==> src/hw/rtl/bsm_pkg.sv <==
package bsm_pkg;

   // Field widths
   localparam int FUNC_W      = 3;
   localparam int ADDR_W      = 16;
   localparam int DATA_W      = 8;
   localparam int SEL_W       = 2;
   localparam int OFFSET_W    = 19;
   localparam int CHR_OFF_W   = 18;
   localparam int BANK_W      = 8;
   localparam int PRG_BANK_W  = 6;
   localparam int NUM_BANKS   = 8;
   localparam int BANK_IDX_W  = 3;
   localparam int CSR_IDX_W   = 1;
   localparam int CSR_DATA_W  = 6;

   // Parameter defaults
   localparam int PRG_ADDR_BITS_DEF = 19;
   localparam int CHR_ADDR_BITS_DEF = 18;

   // Bus function codes
   localparam logic [FUNC_W-1:0] FUNC_CPU_READ  = 3'd0;
   localparam logic [FUNC_W-1:0] FUNC_CPU_WRITE = 3'd1;
   localparam logic [FUNC_W-1:0] FUNC_PPU_READ  = 3'd2;
   localparam logic [FUNC_W-1:0] FUNC_PPU_WRITE = 3'd3;
   localparam logic [FUNC_W-1:0] FUNC_SCANLINE  = 3'd4;

   // Memory select codes
   localparam logic [SEL_W-1:0] SEL_NONE    = 2'd0;
   localparam logic [SEL_W-1:0] SEL_PRG_ROM = 2'd1;
   localparam logic [SEL_W-1:0] SEL_PRG_RAM = 2'd2;
   localparam logic [SEL_W-1:0] SEL_CHR     = 2'd3;

   // Register group codes (CPU address bits 14:13 at 8000h and above)
   localparam logic [1:0] GRP_BANK   = 2'd0;
   localparam logic [1:0] GRP_MIRROR = 2'd1;
   localparam logic [1:0] GRP_RELOAD = 2'd2;
   localparam logic [1:0] GRP_IRQ    = 2'd3;

   // PRG window codes
   localparam logic [1:0] WIN_8000 = 2'd0;
   localparam logic [1:0] WIN_A000 = 2'd1;
   localparam logic [1:0] WIN_C000 = 2'd2;
   localparam logic [1:0] WIN_E000 = 2'd3;

   // Configuration register indexes
   localparam logic [CSR_IDX_W-1:0] CSR_PRG_BANK_COUNT  = 1'd0;
   localparam logic [CSR_IDX_W-1:0] CSR_MIRROR_AT_RESET = 1'd1;

   localparam logic [PRG_BANK_W-1:0] PRG_BANK_COUNT_RST = 6'd2;

   typedef struct packed {
      logic [FUNC_W-1:0] func;
      logic [ADDR_W-1:0] bus_addr;
      logic [DATA_W-1:0] write_data;
   } req_type;

   typedef struct packed {
      logic [SEL_W-1:0]    mem_select;
      logic [OFFSET_W-1:0] mem_offset;
      logic                mem_write;
      logic                mirror_horizontal;
      logic                irq_line;
   } rsp_type;

   typedef struct packed {
      logic                  valid;
      logic [CSR_IDX_W-1:0]  index;
      logic [CSR_DATA_W-1:0] data;
   } cfg_wr_type;

endpackage

==> src/hw/rtl/bsm_core.sv <==
module bsm_core #(
   parameter int PRG_ADDR_BITS = bsm_pkg::PRG_ADDR_BITS_DEF,
   parameter int CHR_ADDR_BITS = bsm_pkg::CHR_ADDR_BITS_DEF
) (
   input  logic               clock,
   input  logic               reset,
   input  logic               item_valid,
   input  bsm_pkg::req_type   item,
   input  bsm_pkg::cfg_wr_type cfg,
   output bsm_pkg::rsp_type   result
);
   import bsm_pkg::*;

   // Offset masks from the memory address widths
   localparam logic [OFFSET_W:0]    PRG_ONE  = (OFFSET_W+1)'(1) << PRG_ADDR_BITS;
   localparam logic [OFFSET_W-1:0]  PRG_MASK = PRG_ONE[OFFSET_W-1:0] - OFFSET_W'(1);
   localparam logic [CHR_OFF_W:0]   CHR_ONE  = (CHR_OFF_W+1)'(1) << CHR_ADDR_BITS;
   localparam logic [CHR_OFF_W-1:0] CHR_MASK = CHR_ONE[CHR_OFF_W-1:0] - CHR_OFF_W'(1);

   // Mapper state
   logic [BANK_W-1:0]     bank_regs_ff [NUM_BANKS];
   logic [BANK_IDX_W-1:0] reg_select_ff, reg_select_in;
   logic                  prg_swap_mode_ff, prg_swap_mode_in;
   logic                  chr_invert_ff, chr_invert_in;
   logic                  mirror_state_ff, mirror_state_in;
   logic [BANK_W-1:0]     scan_counter_ff, scan_counter_in;
   logic [BANK_W-1:0]     scan_reload_ff, scan_reload_in;
   logic                  irq_enable_ff, irq_enable_in;
   logic                  irq_pending_ff, irq_pending_in;
   logic [PRG_BANK_W-1:0] rom_count_ff, rom_count_in;

   logic                  bank_we;
   logic [BANK_W-1:0]     tick_count;

   // Decode helpers
   logic                  odd;
   logic [1:0]            group;
   logic                  reg_wr;
   logic                  tick;
   logic [PRG_BANK_W-1:0] dbl, last_bank, second_bank, r6, rom_page;
   logic [2:0]            chr_win;
   logic [BANK_IDX_W-1:0] chr_idx;
   logic [BANK_W-1:0]     chr_reg, pat_page;
   logic [OFFSET_W-1:0]   prg_off;
   logic [CHR_OFF_W-1:0]  chr_off;

   assign odd    = item.bus_addr[0];
   assign group  = item.bus_addr[14:13];
   assign reg_wr = item_valid && (item.func == FUNC_CPU_WRITE) && item.bus_addr[15];
   assign tick   = item_valid && (item.func == FUNC_SCANLINE);

   // PRG window translation: fixed banks wrap modulo 64
   assign dbl         = {rom_count_ff[PRG_BANK_W-2:0], 1'b0};
   assign last_bank   = dbl - PRG_BANK_W'(1);
   assign second_bank = dbl - PRG_BANK_W'(2);
   assign r6          = bank_regs_ff[6][PRG_BANK_W-1:0];

   always_comb begin
      case (item.bus_addr[14:13])
         WIN_8000: rom_page = prg_swap_mode_ff ? second_bank : r6;
         WIN_A000: rom_page = bank_regs_ff[7][PRG_BANK_W-1:0];
         WIN_C000: rom_page = prg_swap_mode_ff ? r6 : second_bank;
         WIN_E000: rom_page = last_bank;
         default:  rom_page = last_bank;
      endcase
   end

   assign prg_off = {rom_page, item.bus_addr[12:0]} & PRG_MASK;

   // CHR window translation: 2 KB pairs use R0/R1 with bit 0 from the window
   assign chr_win  = item.bus_addr[12:10] ^ {chr_invert_ff, 2'b00};
   assign chr_idx  = chr_win[2] ? (chr_win - 3'd2) : {2'b00, chr_win[1]};
   assign chr_reg  = bank_regs_ff[chr_idx];
   assign pat_page = chr_win[2] ? chr_reg : {chr_reg[BANK_W-1:1], chr_win[0]};
   assign chr_off  = {pat_page, item.bus_addr[9:0]} & CHR_MASK;

   // Scanline counter step
   assign tick_count = (scan_counter_ff == '0) ? scan_reload_ff
                                                : scan_counter_ff - BANK_W'(1);

   // Next state
   always_comb begin
      reg_select_in     = reg_select_ff;
      prg_swap_mode_in  = prg_swap_mode_ff;
      chr_invert_in     = chr_invert_ff;
      mirror_state_in   = mirror_state_ff;
      scan_counter_in   = scan_counter_ff;
      scan_reload_in    = scan_reload_ff;
      irq_enable_in     = irq_enable_ff;
      irq_pending_in    = irq_pending_ff;
      rom_count_in      = rom_count_ff;
      bank_we           = 1'b0;

      if (reg_wr) begin
         case (group)
            GRP_BANK: begin
               if (odd) begin
                  bank_we = 1'b1;
               end else begin
                  reg_select_in    = item.write_data[2:0];
                  prg_swap_mode_in = item.write_data[6];
                  chr_invert_in    = item.write_data[7];
               end
            end
            GRP_MIRROR: begin
               if (!odd) mirror_state_in = item.write_data[0];
            end
            GRP_RELOAD: begin
               if (odd) scan_counter_in = '0;
               else     scan_reload_in  = item.write_data;
            end
            GRP_IRQ: begin
               if (odd) begin
                  irq_enable_in = 1'b1;
               end else begin
                  irq_enable_in  = 1'b0;
                  irq_pending_in = 1'b0;
               end
            end
            default: ;
         endcase
      end

      if (tick) begin
         scan_counter_in = tick_count;
         if (tick_count == '0 && irq_enable_ff) irq_pending_in = 1'b1;
      end

      // Config writes must arrive only while the pipeline is empty; the block itself does not enforce this
      if (cfg.valid) begin
         case (cfg.index)
            CSR_PRG_BANK_COUNT:  rom_count_in    = cfg.data;
            CSR_MIRROR_AT_RESET: mirror_state_in = cfg.data[0];
            default: ;
         endcase
      end
   end

   // State registers
   always_ff @(posedge clock) begin
      if (reset) begin
         for (int i = 0; i < NUM_BANKS; i++) begin
            bank_regs_ff[i] <= '0;
         end
         bank_regs_ff[7]   <= BANK_W'(1);
         reg_select_ff     <= '0;
         prg_swap_mode_ff  <= 1'b0;
         chr_invert_ff     <= 1'b0;
         mirror_state_ff   <= 1'b0;
         scan_counter_ff   <= '0;
         scan_reload_ff    <= '0;
         irq_enable_ff     <= 1'b0;
         irq_pending_ff    <= 1'b0;
         rom_count_ff      <= PRG_BANK_COUNT_RST;
      end else begin
         if (bank_we) bank_regs_ff[reg_select_ff] <= item.write_data;
         reg_select_ff     <= reg_select_in;
         prg_swap_mode_ff  <= prg_swap_mode_in;
         chr_invert_ff     <= chr_invert_in;
         mirror_state_ff   <= mirror_state_in;
         scan_counter_ff   <= scan_counter_in;
         scan_reload_ff    <= scan_reload_in;
         irq_enable_ff     <= irq_enable_in;
         irq_pending_ff    <= irq_pending_in;
         rom_count_ff      <= rom_count_in;
      end
   end

   // Result for the current item; mirroring and IRQ include this item's update, other mode changes apply to later items
   always_comb begin
      result.mem_select        = SEL_NONE;
      result.mem_offset        = '0;
      result.mem_write         = 1'b0;
      result.mirror_horizontal = mirror_state_in;
      result.irq_line          = irq_pending_in;
      case (item.func) inside
         FUNC_CPU_READ, FUNC_CPU_WRITE: begin
            if (item.bus_addr[15:13] == 3'b011) begin
               result.mem_select = SEL_PRG_RAM;
               result.mem_offset = {6'd0, item.bus_addr[12:0]};
               result.mem_write  = item.func[0];
            end else if (item.bus_addr[15] && item.func == FUNC_CPU_READ) begin
               result.mem_select = SEL_PRG_ROM;
               result.mem_offset = prg_off;
            end
         end
         FUNC_PPU_READ, FUNC_PPU_WRITE: begin
            if (item.bus_addr[15:13] == 3'b000) begin
               result.mem_select = SEL_CHR;
               result.mem_offset = {1'b0, chr_off};
               result.mem_write  = item.func[0];
            end
         end
         default: ;
      endcase
   end

endmodule

==> src/hw/rtl/bank_switch_mapper_with_scanline_irq.sv <==
// Pipeline: a req transfer enters the input register, then the result register, which offers the rsp transfer.
// Throughput: one transfer per cycle unless rsp_stall holds the result stage; the translation
// and the mapper state update are a single combinational pass between the two registers.
// Reset (synchronous, active high) empties both stages, R7 to one, other banks and
// IRQ state to zero, mirroring vertical, PRG bank count two. No clearing pass.
module bank_switch_mapper_with_scanline_irq #(
   parameter int PRG_ADDR_BITS = bsm_pkg::PRG_ADDR_BITS_DEF,
   parameter int CHR_ADDR_BITS = bsm_pkg::CHR_ADDR_BITS_DEF
) (
   input  logic                                  clock,
   input  logic                                  reset,
   input  logic                                  req_valid,
   output logic                                  req_stall,
   input  bsm_pkg::req_type                      req_data,
   output logic                                  rsp_valid,
   input  logic                                  rsp_stall,
   output bsm_pkg::rsp_type                      rsp_data,
   input  logic                                  csr_valid,
   output logic                                  csr_ready,
   input  logic [bsm_pkg::CSR_IDX_W-1:0]         csr_index,
   input  logic [bsm_pkg::CSR_DATA_W-1:0]        csr_data
);
   import bsm_pkg::*;

   logic       s1_valid_ff, s1_valid_in;
   req_type    s1_item_ff;
   logic       rsp_valid_ff, rsp_valid_in;
   rsp_type    rsp_data_ff;
   rsp_type    result;
   logic       advance;
   logic       req_xfer;
   cfg_wr_type cfg;

   // Result stage frees when empty or its transfer completes
   assign advance   = !rsp_valid_ff || !rsp_stall;
   assign req_stall = s1_valid_ff && !advance;
   assign req_xfer  = req_valid && !req_stall;

   assign s1_valid_in  = req_xfer || (s1_valid_ff && !advance);
   assign rsp_valid_in = advance ? s1_valid_ff : rsp_valid_ff;

   assign csr_ready = 1'b1;
   assign cfg.valid = csr_valid;
   assign cfg.index = csr_index;
   assign cfg.data  = csr_data;

   // Control registers
   always_ff @(posedge clock) begin
      if (reset) begin
         s1_valid_ff  <= 1'b0;
         rsp_valid_ff <= 1'b0;
      end else begin
         s1_valid_ff  <= s1_valid_in;
         rsp_valid_ff <= rsp_valid_in;
      end
   end

   // Payload registers
   always_ff @(posedge clock) begin
      if (req_xfer) s1_item_ff <= req_data;
      if (advance && s1_valid_ff) rsp_data_ff <= result;
   end

   bsm_core #(
      .PRG_ADDR_BITS (PRG_ADDR_BITS),
      .CHR_ADDR_BITS (CHR_ADDR_BITS)
   ) u_core (
      .clock      (clock),
      .reset      (reset),
      .item_valid (s1_valid_ff && advance),
      .item       (s1_item_ff),
      .cfg        (cfg),
      .result     (result)
   );

   assign rsp_valid = rsp_valid_ff;
   assign rsp_data  = rsp_data_ff;

`ifndef SYNTHESIS
   // Input side stalls only when its register holds an item
   a_stall_needs_item: assert property (@(posedge clock) disable iff (reset)
      req_stall |-> s1_valid_ff)
      else $error("req_stall with empty input stage");

   // A held item moves to the result stage once that stage is free
   a_item_advances: assert property (@(posedge clock) disable iff (reset)
      (s1_valid_ff && !(rsp_valid_ff && rsp_stall)) |=> rsp_valid_ff)
      else $error("item lost between stages");

   // No memory selected means no offset and no write strobe
   a_none_is_quiet: assert property (@(posedge clock) disable iff (reset)
      (rsp_valid && rsp_data.mem_select == SEL_NONE) |->
         (rsp_data.mem_offset == '0 && !rsp_data.mem_write))
      else $error("unselected result carries offset or write");

   // PRG ROM is never written
   a_rom_read_only: assert property (@(posedge clock) disable iff (reset)
      (rsp_valid && rsp_data.mem_select == SEL_PRG_ROM) |-> !rsp_data.mem_write)
      else $error("write strobe on PRG ROM");
`endif

endmodule

==> config.mk <==
export PLATFORM = sky130hd
export DESIGN_NAME = bank_switch_mapper_with_scanline_irq
export DESIGN_NICKNAME = d
export VERILOG_FILES = /design/src/hw/rtl/bsm_pkg.sv /design/src/hw/rtl/bsm_core.sv /design/src/hw/rtl/bank_switch_mapper_with_scanline_irq.sv
export SDC_FILE = /design/constraint.sdc
export NUM_CORES = 1
export LEC_CHECK = 0
export BUFFER_PORTS_ARGS = -buffer_cell sky130_fd_sc_hd__buf_2
export CAP_MARGIN = 20
export CELL_PAD_IN_SITES_DETAIL_PLACEMENT = 0
export CELL_PAD_IN_SITES_GLOBAL_PLACEMENT = 1
export CORE_ASPECT_RATIO = 1.25
export CORE_UTILIZATION = 51
export DETAILED_ROUTE_END_ITERATION = 10
export HOLD_SLACK_MARGIN = 0.05
export PLACE_DENSITY = 0.94
export SLEW_MARGIN = 15
export SYNTH_ARGS = -nofsm -noshare
export SYNTH_HDL_FRONTEND = slang
export SYNTH_HIERARCHICAL = 1
export SYNTH_SLANG_ARGS = --single-unit
==> constraint.sdc <==
create_clock -name clock -period 8.05 [get_ports clock]
set_input_delay 2.415 -clock clock [delete_from_list [all_inputs] [get_ports clock]]
set_output_delay 2.415 -clock clock [all_outputs]
set_load 0.02 [all_outputs]
==> results_dict.tcl <==
set metrics [dict create \
    synth_top_family_by_area "simple AND/OR/NAND/NOR gates" \
    fmaxAchievable_ghz 0.188 \
    rows 45 \
    total_leakage_power_uw 0.00290 \
    post_synth_mux_area_share 0.0634 \
    worst_skew_pair.late_latency_ns 0.41 \
    antenna_cells 0 \
    power.density_cell_area_mw_per_mm2 237 \
    synth_top_cell_by_area "edfxtp_1" \
    yosys.area_share.xor_xnor 0.0111 \
    violations_in_the_final_reports "DRC" \
    synth-async-reset-ratio 0 \
    compound_cell_area_share_of_the_yosys_netlist 0.0812 \
    boundaryPins 66 \
    critPathKind "primary input to output port" \
    initial_core_util 0.522 \
    cts_max_level 4 \
    grt_max_degree 41 \
    die_h_um 126 \
    cp_num_cells 4 \
    grtUsageTotal 0.214 \
    avgRoutedWirePerCell_um 16.9 \
    hold_class "register to register" \
    power_share_of_the_combinational_group 0.047 \
    first_iter_violations 272 \
    grt_util_met2 0.371 \
    cts_inserted_buffers 17 \
    critical_path.cell_chain "buf_2 > nand3_2 > inv_1 > buf_2" \
    rr_worst_depth 6 \
    setup_viol_count_final 0 \
    critPathLaunch "rsp_stall" \
    path_clk_slew_ns 0.06 \
    firstDrtPassIters 8 \
    grt.met3_usage 0.0556 \
    critical_path_arrival_ns 2.89 \
    synth_fp_nets 566 \
    clock-root-buffer "clkbuf_16" \
    final_routed_drc_violation_total 2 \
    area_share_of_fa_ha_maj_cells_after_synthesis 0.00594 \
    critPathMostFrequentCell "buf_2" \
    path_delay_family "buffers and inverters" \
    syn_avg_cell_area_um2 12.1 \
    postCtsHoldBufs 0 \
    layout-area-overhead-vs-synth_pct 16.7 \
    power.ir.vdd_worst_mv 0.137 \
    synth.top_cell.area_share 0.518 \
    clockPowerShare 0.480 \
    grt-ovfl-total 0 \
    ctsLongestPathBuffers 2 \
    antenna_left 0 \
    synth_ff_type "edfxtp_1" \
    clk_sinks 140 \
    final_net_count 620 \
    yosys_register_bits 140 \
    critPathRequiredTime_ns 5.64 \
    outcome "complete, but fails checks" \
    cp_slowest_stage_delay_ns 0.17 \
    p_sw_frac 0.207 \
    post_cts.repair.setup_buffers 0 \
    design.die.area_mm2 0.0128 \
    worst_hold_slack_ns 0.496 \
    critical_path.startpoint_type "primary input" \
    rsz0062_at_grt "no" \
    worstPathMaxFanout 3 \
    post_synth_inst_count 524 \
    tritoncts "built" \
    grt_antenna_before_repair 0 \
    number_of_synthesized_flops_with_an_enable_pin 109 \
    max-slew-margin-rel 0.328 \
    dieWidth_um 102 \
    synthesis.area_mm2 0.00632 \
    vias_after_detailed_routing 4181 \
    crit_path_end "req_stall" \
    internal_power_uw 1390 \
    gp_congestion 0.873 \
    postcts_resize_cnt 0 \
    synth.area.top_cells "edfxtp_1 (52%), dfxtp_1 (9.8%), and2_1 (6.8%)" \
    port-buffer-count 63 \
    drt-vias-per-instance 5.54 \
    synth_seq_area_share 0.616 \
    setup.reg_to_reg.worst_slack_ns 5.22 \
    slew_violations 0 \
    place.detailed.hpwl_um 8620 \
    fin_worst_skew_ns 0.00936 \
    max_cap_violations 0 \
    timing_worst_slew_pin_value_ns 0.999 \
    post-route-period-util 0.659 \
    pwr-share-seq 0.474 \
    slowest_stage "buf_2" \
    timing.setup.tns_ns 0 \
    grt.busiest_layer "met2" \
    nFillCells 930 \
    ys_types 67 \
    timing.final.hold_violations 0 \
    use_met1 0.249 \
    first_global_vias 4148 \
    routed_wirelength_um 12700 \
    worst_r2r_startpoint "s1_valid_ff" \
    worst_setup_path_end_kind "output port" \
    grt_first_pass_wirelength_um 20400 \
    min_period_ns 5.31 \
    p_switching_uw 362 \
    count_of_buffer_and_inverter_cells_on_the_critical_path 3 \
    layout-drive-gt1-share 0.201 \
    core_region_area_mm2 0.0121 \
    synth-warning-count 6 \
    crit-reg2reg-capture "u_core/bank_regs_ff[5][3]" \
    synth_simple_gate_area_frac 0.191 \
]
## power by group through the flow
stage               clock network (uW)  registers (uW)  logic, uW
finish                             840             829       81.9
CTS                                856             829       82.8
global route                       884             833       90.1
floorplan                            0             838       52.9
detailed placement                   0             844       82.3
global placement                     0             842       79.7
## registers in the layout, summed over array words and instances, names as in the netlist
name and cells:
u_core/bank_regs_ff 58, u_core/irq_enable_ff 1, u_core/scan_counter_ff 8, s1_valid_ff 1, u_core/chr_invert_ff 1, u_core/irq_pending_ff 1
u_core/reg_select_ff 3, rsp_valid 1, u_core/rom_count_ff 5, u_core/scan_reload_ff 8, u_core/mirror_state_ff 1, rsp_data 24
u_core/prg_swap_mode_ff 1, s1_item_ff 27
## Yosys cell counts (3+ instances only)
master,instances
or3_1,3
nor2_1,53
nand2_1,20
o22ai_1,4
and3_1,3
nand2b_1,5
mux2i_1,31
a31oi_1,4
edfxtp_1,109
a211oi_1,6
o31ai_1,5
inv_1,12
nor2b_1,5
or2_2,5
buf_4,4
xor2_1,6
or2_1,4
nor3_1,14
dfxtp_1,31
and2_1,69
o21ai_0,9
nand3_1,4
clkbuf_1,22
nor3b_1,5
nor3b_2,3
nand4_1,3
ha_1,3
mux2_2,4
a311oi_1,3
a21oi_1,25
## layer usage
metal	vias to the layer above	wire length, um
li1	2005	-
met1	2034	5160
met2	126	6690
met3	16	632
met4	0	252
met5	-	0
## worst reg2reg max path: cells and delay by family, from the launching register on
family / cells / cell delay, ns
AOI/OAI and AO/OA: 1 / 0.18
DFF: 1 / 0.36
buffers and inverters: 1 / 0.33
and+or+nand+nor: 4 / 1.63
## placed cells by master (no fill, tap or decap), types with 3 or more instances in the layout
cell        count
a211oi_1        6
a21oi_1        25
a311oi_1        3
a31oi_1         4
and2_1         69
and3_1          3
buf_2          63
buf_4           4
bufinv_16       5
clkbuf_16      17
clkinv_4        3
clkinvlp_4      3
dfxtp_1        31
edfxtp_1      109
ha_1            3
inv_1          12
mux2_2          4
mux2i_1        31
nand2_1        20
nand2b_1        5
nand3_1         4
nand4_1         3
nor2_1         52
nor2b_1         5
nor3_1         14
nor3b_1         5
nor3b_2         3
o21ai_0         9
o22ai_1         4
o31ai_1         5
or2_1           4
or2_2           5
or3_1           3
xor2_1          6
## cell type report
type / count / area [um2] / area share
Clock buffer: 18 / 429 / 0.0582
Clock inverter: 14 / 218 / 0.0295
Inverter: 12 / 45.0 / 0.00611
Multi-Input combinational cell: 340 / 2240 / 0.303
Sequential cell: 140 / 3890 / 0.528
Tap cell: 164 / 205 / 0.0278
Timing Repair Buffer: 67 / 345 / 0.0468
## worst min-delay path by stage
| stage | from | to | slack, ns | cells past startpoint |
|---|---|---|---|---|
| global route | u_core/irq_pending_ff | u_core/irq_pending_ff | 0.52 | 2 |
| global placement | u_core/irq_pending_ff | u_core/irq_pending_ff | 0.47 | 2 |
| detailed placement | u_core/irq_enable_ff | u_core/irq_enable_ff | 0.48 | 2 |
| CTS | u_core/irq_pending_ff | u_core/irq_pending_ff | 0.49 | 2 |
| finish | u_core/irq_pending_ff | u_core/irq_pending_ff | 0.50 | 2 |
| floorplan | u_core/irq_enable_ff | u_core/irq_enable_ff | 0.45 | 2 |
## through the flow
step,total power [uW],cell area (um2),worst slack (ns),cells,util
global placement,922,6730,2.76,723,0.556
detailed placement,926,6730,2.75,723,0.556
CTS,1770,7370,2.74,755,0.609
global route,1810,7370,2.70,755,0.609
finish,1750,7370,2.74,755,0.609
floorplan,891,6320,1.93,524,-
## cells by family (layout without fill, tap and decap cells)
logic type | Yosys count | after routing
other | 1 | 1
buffers and inverters | 44 | 111
multiplexers | 37 | 37
AO/OA/AOI/OAI | 78 | 78
AND/OR/NAND/NOR | 213 | 213
adder cells (fa/ha/maj) | 3 | 3
flip-flops | 140 | 140
XOR/XNOR | 8 | 8
(Power assumes the default switching activity.)
